File: src/rtl/tht_pkg.sv
// Package for the typed handle table: shared types, codes and default sizes.
// Used by tht_ram and typed_handle_table_top; depends on nothing else.

package tht_pkg;

	localparam int CAPACITY_DEF  = 32;
	localparam int TYPE_BITS_DEF = 8;

	// Fixed widths of the stream fields.
	localparam int ACTION_W  = 3;
	localparam int HANDLE_W  = 6;
	localparam int TAG_W     = 8;
	localparam int PAYLOAD_W = 64;
	localparam int STATUS_W  = 2;
	localparam int S_DATA_W  = 80;
	localparam int M_DATA_W  = 72;

	typedef enum logic [ACTION_W-1:0] {
		ACT_ALLOC  = 3'd0,
		ACT_LOOKUP = 3'd1,
		ACT_FREE   = 3'd2,
		ACT_SWEEP  = 3'd3,
		ACT_CLEAR  = 3'd4
	} action_t;

	typedef enum logic [STATUS_W-1:0] {
		STS_OK      = 2'd0,
		STS_INVALID = 2'd1,
		STS_FULL    = 2'd2
	} status_t;

	localparam logic KIND_NOTICE = 1'b0;
	localparam logic KIND_FINAL  = 1'b1;

	typedef enum logic [2:0] {
		S_IDLE,
		S_ALLOC,
		S_ACCESS,
		S_SWEEP,
		S_FINAL
	} state_t;

endpackage

File: src/rtl/tht_ram.sv
// Simple dual-port synchronous RAM with a registered read port.
// Used by typed_handle_table_top for the entry store and the free-slot stack.

module tht_ram
	import tht_pkg::*;
#(
	parameter int WIDTH = 8,
	parameter int DEPTH = CAPACITY_DEF
) (
	input  logic                     clk,
	input  logic                     we,
	input  logic [$clog2(DEPTH)-1:0] waddr,
	input  logic [WIDTH-1:0]         wdata,
	input  logic                     re,
	input  logic [$clog2(DEPTH)-1:0] raddr,
	output logic [WIDTH-1:0]         rdata
);

	logic [WIDTH-1:0] mem [DEPTH];

	always_ff @(posedge clk) begin
		if (we) begin
			mem[waddr] <= wdata;
		end
	end

	always_ff @(posedge clk) begin
		if (re) begin
			rdata <= mem[raddr];
		end
	end

endmodule

File: src/rtl/typed_handle_table_top.sv
// Typed handle table: a fixed-capacity store of typed payloads with a LIFO free list.
// Depends on tht_pkg and tht_ram.

// One request is handled at a time, and s_axis_tready is high only while the table
// is between requests. Allocate and lookup read one memory and then give the result;
// free gives a release notice for a live handle and then its result; free-by-type
// and clear sweep the slots handed out so far, reading the entry memory one slot per
// clock through its single read port, and then give their result. Results
// leave through an output register, so a new request is taken while the last
// result still waits for m_axis_tready; a release notice stalls the sweep until
// the register is free. Handles are slot+1; a handle of zero is never valid.

module typed_handle_table_top
	import tht_pkg::*;
#(
	parameter int CAPACITY  = CAPACITY_DEF,
	parameter int TYPE_BITS = TYPE_BITS_DEF
) (
	input  logic                clk,
	input  logic                arst_n,
	input  logic                s_axis_tvalid,
	output logic                s_axis_tready,
	// handle [5:0], type_tag [13:6], payload [77:14], zero [79:78]
	input  logic [S_DATA_W-1:0] s_axis_tdata,
	// action [2:0]
	input  logic [ACTION_W-1:0] s_axis_tuser,
	output logic                m_axis_tvalid,
	input  logic                m_axis_tready,
	// status [1:0], handle_out [7:2], payload_out [71:8]
	output logic [M_DATA_W-1:0] m_axis_tdata,
	// kind [0]
	output logic                m_axis_tuser,
	output logic                m_axis_tlast
);

	localparam int SLOT_W = $clog2(CAPACITY);
	localparam int CNT_W  = $clog2(CAPACITY + 1);
	localparam int ENT_W  = PAYLOAD_W + TYPE_BITS + 1;
	localparam logic [CNT_W-1:0] CAP_C = CNT_W'(CAPACITY);

	state_t state_q, state_d;

	logic [CNT_W-1:0]     slots_used_q, slots_used_d;
	logic [CNT_W-1:0]     free_depth_q, free_depth_d;
	logic [CNT_W-1:0]     depth_m1;

	// Request held for the duration of its work.
	action_t              act_q;
	logic [HANDLE_W-1:0]  hnd_q;
	logic                 valid_q;
	logic [TYPE_BITS-1:0] tag_q;
	logic [PAYLOAD_W-1:0] pay_q;
	logic [SLOT_W-1:0]    idx_q, idx_d;
	status_t              fin_status_q, fin_status_d;
	logic [HANDLE_W-1:0]  fin_handle_q, fin_handle_d;

	// Input unpacking.
	action_t              in_act;
	logic [HANDLE_W-1:0]  in_hnd;
	logic [TYPE_BITS-1:0] in_tag;
	logic [PAYLOAD_W-1:0] in_pay;
	logic                 in_valid;
	logic [SLOT_W-1:0]    in_slot;
	logic                 accept;

	// Memory ports.
	logic                 ent_we, ent_re;
	logic [SLOT_W-1:0]    ent_waddr, ent_raddr;
	logic [ENT_W-1:0]     ent_wdata, ent_rdata;
	logic                 stk_we, stk_re;
	logic [SLOT_W-1:0]    stk_waddr, stk_raddr;
	logic [SLOT_W-1:0]    stk_wdata, stk_rdata;

	logic                 rd_free;
	logic [TYPE_BITS-1:0] rd_type;
	logic [PAYLOAD_W-1:0] rd_pay;
	logic                 live;
	logic                 match;
	logic [CNT_W-1:0]     idx_nxt;
	logic [SLOT_W-1:0]    alloc_slot;

	// Result emission into the output register.
	logic                 can_load;
	logic                 emit;
	logic                 e_kind;
	status_t              e_status;
	logic [HANDLE_W-1:0]  e_handle;
	logic [PAYLOAD_W-1:0] e_payload;
	logic                 e_last;

	logic                 out_valid_q;
	logic                 out_kind_q;
	status_t              out_status_q;
	logic [HANDLE_W-1:0]  out_handle_q;
	logic [PAYLOAD_W-1:0] out_payload_q;
	logic                 out_last_q;

	assign in_act   = action_t'(s_axis_tuser);
	assign in_hnd   = s_axis_tdata[HANDLE_W-1:0];
	assign in_tag   = TYPE_BITS'(s_axis_tdata[HANDLE_W +: TAG_W]);
	assign in_pay   = s_axis_tdata[HANDLE_W+TAG_W +: PAYLOAD_W];
	assign in_valid = (in_hnd != '0) && (in_hnd <= HANDLE_W'(slots_used_q));
	assign in_slot  = SLOT_W'(in_hnd - HANDLE_W'(1));

	assign s_axis_tready = (state_q == S_IDLE);
	assign accept        = s_axis_tvalid && s_axis_tready;
	assign can_load      = !out_valid_q || m_axis_tready;

	assign depth_m1 = free_depth_q - CNT_W'(1);
	assign idx_nxt  = CNT_W'(idx_q) + CNT_W'(1);

	assign rd_pay  = ent_rdata[PAYLOAD_W-1:0];
	assign rd_type = ent_rdata[PAYLOAD_W +: TYPE_BITS];
	assign rd_free = ent_rdata[ENT_W-1];
	assign live    = valid_q && !rd_free;
	assign match   = !rd_free && ((act_q == ACT_CLEAR) || (rd_type == tag_q));

	// A popped stack entry outside the table falls back to slot zero.
	assign alloc_slot = (CNT_W'(stk_rdata) >= CAP_C) ? '0 : stk_rdata;

	tht_ram #(
		.WIDTH (ENT_W),
		.DEPTH (CAPACITY)
	) u_entry_ram (
		.clk   (clk),
		.we    (ent_we),
		.waddr (ent_waddr),
		.wdata (ent_wdata),
		.re    (ent_re),
		.raddr (ent_raddr),
		.rdata (ent_rdata)
	);

	tht_ram #(
		.WIDTH (SLOT_W),
		.DEPTH (CAPACITY)
	) u_stack_ram (
		.clk   (clk),
		.we    (stk_we),
		.waddr (stk_waddr),
		.wdata (stk_wdata),
		.re    (stk_re),
		.raddr (stk_raddr),
		.rdata (stk_rdata)
	);

	always_ff @(posedge clk or negedge arst_n) begin
		if (!arst_n) begin
			state_q      <= S_IDLE;
			slots_used_q <= '0;
			free_depth_q <= '0;
			out_valid_q  <= 1'b0;
		end else begin
			state_q      <= state_d;
			slots_used_q <= slots_used_d;
			free_depth_q <= free_depth_d;
			if (emit) begin
				out_valid_q <= 1'b1;
			end else if (m_axis_tready) begin
				out_valid_q <= 1'b0;
			end
		end
	end

	always_ff @(posedge clk) begin
		if (accept) begin
			act_q   <= in_act;
			hnd_q   <= in_hnd;
			valid_q <= in_valid;
			tag_q   <= in_tag;
			pay_q   <= in_pay;
		end
		idx_q        <= idx_d;
		fin_status_q <= fin_status_d;
		fin_handle_q <= fin_handle_d;
		if (emit) begin
			out_kind_q    <= e_kind;
			out_status_q  <= e_status;
			out_handle_q  <= e_handle;
			out_payload_q <= e_payload;
			out_last_q    <= e_last;
		end
	end

	always_comb begin
		state_d      = state_q;
		slots_used_d = slots_used_q;
		free_depth_d = free_depth_q;
		idx_d        = idx_q;
		fin_status_d = fin_status_q;
		fin_handle_d = fin_handle_q;
		ent_we       = 1'b0;
		ent_waddr    = idx_q;
		ent_wdata    = {1'b1, rd_type, {PAYLOAD_W{1'b0}}};
		ent_re       = 1'b0;
		ent_raddr    = in_slot;
		stk_we       = 1'b0;
		stk_waddr    = free_depth_q[SLOT_W-1:0];
		stk_wdata    = idx_q;
		stk_re       = 1'b0;
		stk_raddr    = depth_m1[SLOT_W-1:0];
		emit         = 1'b0;
		e_kind       = KIND_FINAL;
		e_status     = STS_OK;
		e_handle     = '0;
		e_payload    = '0;
		e_last       = 1'b1;

		unique case (state_q)
			S_IDLE: begin
				if (accept) begin
					unique case (in_act)
						ACT_ALLOC: begin
							stk_re  = 1'b1;
							state_d = S_ALLOC;
						end
						ACT_LOOKUP, ACT_FREE: begin
							ent_re  = 1'b1;
							state_d = S_ACCESS;
						end
						ACT_SWEEP, ACT_CLEAR: begin
							fin_status_d = STS_OK;
							fin_handle_d = '0;
							if (slots_used_q == '0) begin
								state_d = S_FINAL;
							end else begin
								ent_re    = 1'b1;
								ent_raddr = '0;
								idx_d     = '0;
								state_d   = S_SWEEP;
							end
						end
						default: begin
							fin_status_d = STS_INVALID;
							fin_handle_d = '0;
							state_d      = S_FINAL;
						end
					endcase
				end
			end
			S_ALLOC: begin
				if (can_load) begin
					emit    = 1'b1;
					state_d = S_IDLE;
					ent_wdata = {1'b0, tag_q, pay_q};
					if (free_depth_q != '0) begin
						free_depth_d = depth_m1;
						ent_we       = 1'b1;
						ent_waddr    = alloc_slot;
						e_handle     = HANDLE_W'(alloc_slot) + HANDLE_W'(1);
					end else if (slots_used_q != CAP_C) begin
						slots_used_d = slots_used_q + CNT_W'(1);
						ent_we       = 1'b1;
						ent_waddr    = slots_used_q[SLOT_W-1:0];
						e_handle     = HANDLE_W'(slots_used_q) + HANDLE_W'(1);
					end else begin
						e_status = STS_FULL;
					end
				end
			end
			S_ACCESS: begin
				if (can_load) begin
					emit = 1'b1;
					if (act_q == ACT_LOOKUP) begin
						state_d = S_IDLE;
						if (live && (rd_type == tag_q)) begin
							e_handle  = hnd_q;
							e_payload = rd_pay;
						end else begin
							e_status = STS_INVALID;
						end
					end else if (live) begin
						// Release notice now, final status from S_FINAL.
						e_kind       = KIND_NOTICE;
						e_handle     = hnd_q;
						e_payload    = rd_pay;
						e_last       = 1'b0;
						ent_we       = 1'b1;
						ent_waddr    = SLOT_W'(hnd_q - HANDLE_W'(1));
						stk_wdata    = SLOT_W'(hnd_q - HANDLE_W'(1));
						stk_we       = (free_depth_q < CAP_C);
						free_depth_d = stk_we ? free_depth_q + CNT_W'(1) : free_depth_q;
						fin_status_d = STS_OK;
						fin_handle_d = hnd_q;
						state_d      = S_FINAL;
					end else begin
						e_status = STS_INVALID;
						state_d  = S_IDLE;
					end
				end
			end
			S_SWEEP: begin
				// Read of the next slot overlaps the release of this one, so the sweep
				// stalls only while a notice waits on the output.
				if (!match || can_load) begin
					if (match) begin
						emit         = 1'b1;
						e_kind       = KIND_NOTICE;
						e_handle     = HANDLE_W'(idx_q) + HANDLE_W'(1);
						e_payload    = rd_pay;
						e_last       = 1'b0;
						ent_we       = 1'b1;
						stk_we       = (free_depth_q < CAP_C);
						free_depth_d = stk_we ? free_depth_q + CNT_W'(1) : free_depth_q;
					end
					if (idx_nxt < slots_used_q) begin
						ent_re    = 1'b1;
						ent_raddr = idx_nxt[SLOT_W-1:0];
						idx_d     = idx_nxt[SLOT_W-1:0];
					end else begin
						state_d = S_FINAL;
					end
				end
			end
			S_FINAL: begin
				if (can_load) begin
					emit     = 1'b1;
					e_status = fin_status_q;
					e_handle = fin_handle_q;
					state_d  = S_IDLE;
					if (act_q == ACT_CLEAR) begin
						slots_used_d = '0;
						free_depth_d = '0;
					end
				end
			end
			default: begin
				state_d = S_IDLE;
			end
		endcase
	end

	assign m_axis_tvalid = out_valid_q;
	assign m_axis_tdata  = {out_payload_q, out_handle_q, out_status_q};
	assign m_axis_tuser  = out_kind_q;
	assign m_axis_tlast  = out_last_q;

`ifndef NO_ASSERTIONS
	a_depth_bound: assert property (@(posedge clk) disable iff (!arst_n)
		(free_depth_q <= slots_used_q) && (slots_used_q <= CAP_C))
		else $error("free stack deeper than the slots handed out");

	a_no_overwrite: assert property (@(posedge clk) disable iff (!arst_n)
		emit |-> (!out_valid_q || m_axis_tready))
		else $error("result register loaded while still holding a result");

	a_sweep_range: assert property (@(posedge clk) disable iff (!arst_n)
		(state_q == S_SWEEP) |-> (CNT_W'(idx_q) < slots_used_q))
		else $error("sweep index beyond the slots in use");

	a_last_kind: assert property (@(posedge clk) disable iff (!arst_n)
		m_axis_tvalid |-> (m_axis_tlast == m_axis_tuser))
		else $error("last flag does not agree with result kind");

	a_final_idle: assert property (@(posedge clk) disable iff (!arst_n)
		(emit && e_last) |=> (state_q == S_IDLE))
		else $error("final status sent while the request is still in work");
`endif

endmodule

File: config.mk
export PLATFORM = sky130hd
export DESIGN_NAME = typed_handle_table_top
export DESIGN_NICKNAME = d
export VERILOG_FILES = /design/src/rtl/tht_pkg.sv /design/src/rtl/tht_ram.sv /design/src/rtl/typed_handle_table_top.sv
export SDC_FILE = /design/constraint.sdc
export NUM_CORES = 2
export LEC_CHECK = 0
export ABC_CLOCK_PERIOD_IN_PS = 17450
export BUFFER_PORTS_ARGS = -buffer_cell sky130_fd_sc_hd__buf_2
export CAP_MARGIN = 10
export CORE_MARGIN = 3
export CORE_UTILIZATION = 40
export CTS_CLUSTER_SIZE = 14
export DETAILED_ROUTE_END_ITERATION = 10
export GPL_TIMING_DRIVEN = 0
export SLEW_MARGIN = 20
export SYNTH_ARGS = -nofsm -noshare
export SYNTH_HDL_FRONTEND = slang
export SYNTH_SLANG_ARGS = --single-unit
File: constraint.sdc
create_clock -name clk -period 17.45 [get_ports clk]
set_clock_uncertainty 0.05 [all_clocks]
set_input_delay 1.745 -clock clk [delete_from_list [all_inputs] [get_ports clk]]
set_output_delay 1.745 -clock clk [all_outputs]
set_load 0.03 [all_outputs]
==> results.md <==
- Result of the run: completed
- Port bufs: 160
- Core outline area: 0.270 mm2
- Clock share of power: a little under a third
- Root Buffer: clkbuf_16
- Die Ht: roughly 530 um
- RD Place Congestion: approximately 0.89
- P_int: around 13 mW
- Clock Sinks: 2757
- Maximum vdd ir drop: approximately 0.00011 V
- Placed cells: about 11000
- Register-to-Register Path Depth: 18
- Number of antenna violations at the first check in global routing: 22
- Effective utilization at floorplan: approximately two fifths
- Total DRC errors in the routed layout: 0
- Filler-free cell count of the finished design: about 11000
- Total wire length after detailed routing: between 300000 and 400000 um
- Number of failing setup endpoints in the final timing report: 0
- Via density per instance: ~6
- Endpoint class of the critical path: flop
- Synthesized instance count: about 7000
- Startpoint type of the worst setup path: flop
- Asr flop ratio synth: less than 1%
- Achievable clock frequency: 131 MHz
- Path type of the worst setup path: flop to flop
- Count of antenna-violating nets left after detailed routing: 0
- Hold crit path type: flop to flop
- Area Growth Syn to Fin: 16.5%
- DPL Wire Length: between 200000 and 250000 um
- Register bit count reported by yosys: between 2000 and 3000
- GRT overflow: 0
- Setup repair after global routing missed its margin: false
- Period utilisation layout: ~44%
- Largest net degree at the start of global routing: 48
- Quantity of gates resized following cts: 0
- Post-synthesis net count: between 7000 and 8000
- Worst-case clock buffer depth: 4
- Clock latency on the worst-skew pair: between 0.9 and 1 ns
- Synth Flop Type: edfxtp_1
- Worst path top cell family by delay: simple AND/OR/NAND/NOR gates
- Total Negative Setup Slacks: 0 ns
- Start point of the worst min-delay path: u_entry_ram.rdata[40]
- Average wire per standard cell: approximately 30 um
- Number of clock buffers inserted by TritonCTS: 298
- Floorplan row count: 190
- Area contributors post-synth: edfxtp_1 76%, nand2_1 4.0%, a211oi_1 3.4%
- Min cycle time layout: around 7.7 ns
- Setup slack of the worst register-to-register path: between 9 and 10 ns
- Area share of the largest cell type after synthesis: between 70% and 80%
- Per-instance average area after synthesis: 15.5 um2
- Library cells used by synthesis: ~80
- Most used cells in the layout excluding fill and tap cells: 2741 x edfxtp_1, 1147 x nand2_1, 499 x and3_1
- Minimum hold slack: 0.473 ns
- Clock-pin slew reported for the worst setup and hold paths after clock tree synthesis: approximately 0.07 ns
- Proportion of synthesized chip area in sequential cells: 75.9%
- Commonest non-fill, non-tap cell in the layout: edfxtp_1
- H-tree depth reported by CTS: 5
- Number of enable-type register cells in the synthesized netlist: approximately 2700
- Critical R2R Capture: u_entry_ram.rdata[34]
- Worst-case hold path end point: out_payload_q[40]
- Switching power of the nets: around 6 mW
- Tightest slew margin relative to the limit: around a fifth
- Warning count from the yosys run: 0
- Power per unit of standard cell area: between 100 and 150 mW/mm2
- Worst Path Max Fanout: 10
- Post-Route Utilization: approximately 47%
- Highest-delay cell along the critical path: nor4_1
- Delay of the slowest critical-path stage: 1.07 ns
- Share of total power consumed by net switching: roughly a third
- Number of hold violations in the final report: 0
- Reg-to-reg startpoint: idx_q[0]
- Vias: 68900
- Hold path depth: 1
- Post-CTS setup buffer count: 0
- Cell-by-cell listing of the critical path: ha_1 > nand3_1 > xor2_1 > inv_1 > ha_1 > a41o_1 > o31a_1 > nor2_1 > nand3_1 > clkbuf_1 > nand2_1 > buf_2 > buf_2 > clkbuf_1 > nand2_1 > a311oi_1 > nor4_1 > o211ai_1
- Required time at the worst-slack endpoint: roughly 18 ns
- Number of top-level design ports: ~160
- Combinational group share of total power: between 20% and 30%
- Worst-Margin Slew: between 1 and 1.5 ns
- Reported max-cap violation count: 0
- Yosys top cell by area: edfxtp_1
- Leakage power figure: between 40 and 50 nW
- Global Route Usage Sum: roughly 24%
- Share of final-layout standard cells stronger than drive strength 1: 15.1%
- First-pass iteration count of the detailed router: 9
- Wire length of the first global-routing pass: between 400000 and 500000 um
- Final max-slew violation count: 0
- Overall power consumption: ~19 mW
- Number of nets in the final layout: approximately 7800
- Iteration-0 DRC count of the detailed router: about 10000
- Horizontal extent of the die: ~530 um
- CTS tree: yes
- Worst Path Buf+Inv: 5
- Die area: about 0.28 mm2
- Mapped cell area: ~0.11 mm2
- Count of hold buffers inserted by post-cts repair: 0
- Seq pwr share: a little over two fifths
- Data arrival time at the worst-slack endpoint: around 8.2 ns
- Number of global-route vias before repair: about 67000
[per-layer routing]
layer | vias to the layer above | share of wire [%] | GRT usage (%)
li1 | 29000 | - | -
met1 | 35100 | 39 | 32.9
met2 | 4098 | 47 | 38.4
met3 | 692 | 9.8 | 4.28
met4 | 2 | 4.1 | 9.21
met5 | - | 0.0038 | 0
[cells by family after synthesis]
group,synth area share (%)
muxes,2.41
xor gates and xnor gates,0.209
buffers and inverters,2.33
AOI/OAI and AO/OA,9.67
and+or+nand+nor,9.20
DFF,75.9
adders and majority gates,0.264
[layout make-up]
type | count | area, um2
sequential | 2757 | 82700
clock inverter | 145 | 1100
inverter | 72 | 278
antenna | 8 | 20.0
buffer | 524 | 2290
multi-input combinational | 3688 | 24100
timing repair buffer | 328 | 4110
tap | 3552 | 4440
fill | 23000 | 143000
clock buffer | 366 | 7890
[state kept, by name (all words and copies together) (netlist names), 3 cells and up]
name               flops
idx_q                  5
fin_handle_q           6
tag_q                  8
act_q                  3
state_q                3
pay_q                 64
u_stack_ram.rdata      5
u_stack_ram.mem      160
slots_used_q           6
u_entry_ram.mem     2336
out_payload_q         64
free_depth_q           6
hnd_q                  6
out_handle_q           6
u_entry_ram.rdata     73
[per-stage QoR]
stage | area [um2] | setup slack (ns)
global placement | 114000 | -11.16
global route | 127000 | 9.68
floorplan | 109000 | 2.60
detailed placement | 118000 | 9.22
finish | 127000 | 9.79
CTS | 127000 | 10.02
[Yosys cell counts (all sizes together) (38+ instances only)]
master	n
edfxtp	2741
nand2	1151
and3	499
a211oi	495
clkbuf	342
a31oi	280
buf	182
mux4	105
nor2	102
a311o	101
a22o	96
a21oi	87
a311oi	80
nor2b	75
and2	70
inv	68
nand3	59
a31o	54
o22ai	50
or4	48
o21ai	40
a22oi	38
[worst max path at each step]
stage                   from               endpoint  slack, ns  cells past startpoint
2_1_floorplan  m_axis_tready          m_axis_tvalid       2.60                      5
6_report            idx_q[0]  u_entry_ram.rdata[34]       9.79                     18
3_5_place_dp   m_axis_tready  u_entry_ram.rdata[34]       9.22                     13
4_1_cts             idx_q[0]  u_entry_ram.rdata[34]      10.02                     18
3_3_place_gp   m_axis_tready          m_axis_tvalid     -11.16                      6
5_1_grt             idx_q[2]   u_entry_ram.rdata[9]       9.68                     18
[power groups by stage]
stage / Clock (mW) / Sequential, mW / Combinational (mW)
2_1_floorplan: 0 / 8.54 / 2.34
3_3_place_gp: 0 / 8.45 / 4.14
3_5_place_dp: 0 / 8.35 / 4.49
4_1_cts: 6.03 / 8.22 / 4.51
5_1_grt: 6.29 / 8.24 / 4.80
6_report: 5.96 / 8.21 / 4.55
Note: power is estimated with default switching activity, not from simulation.
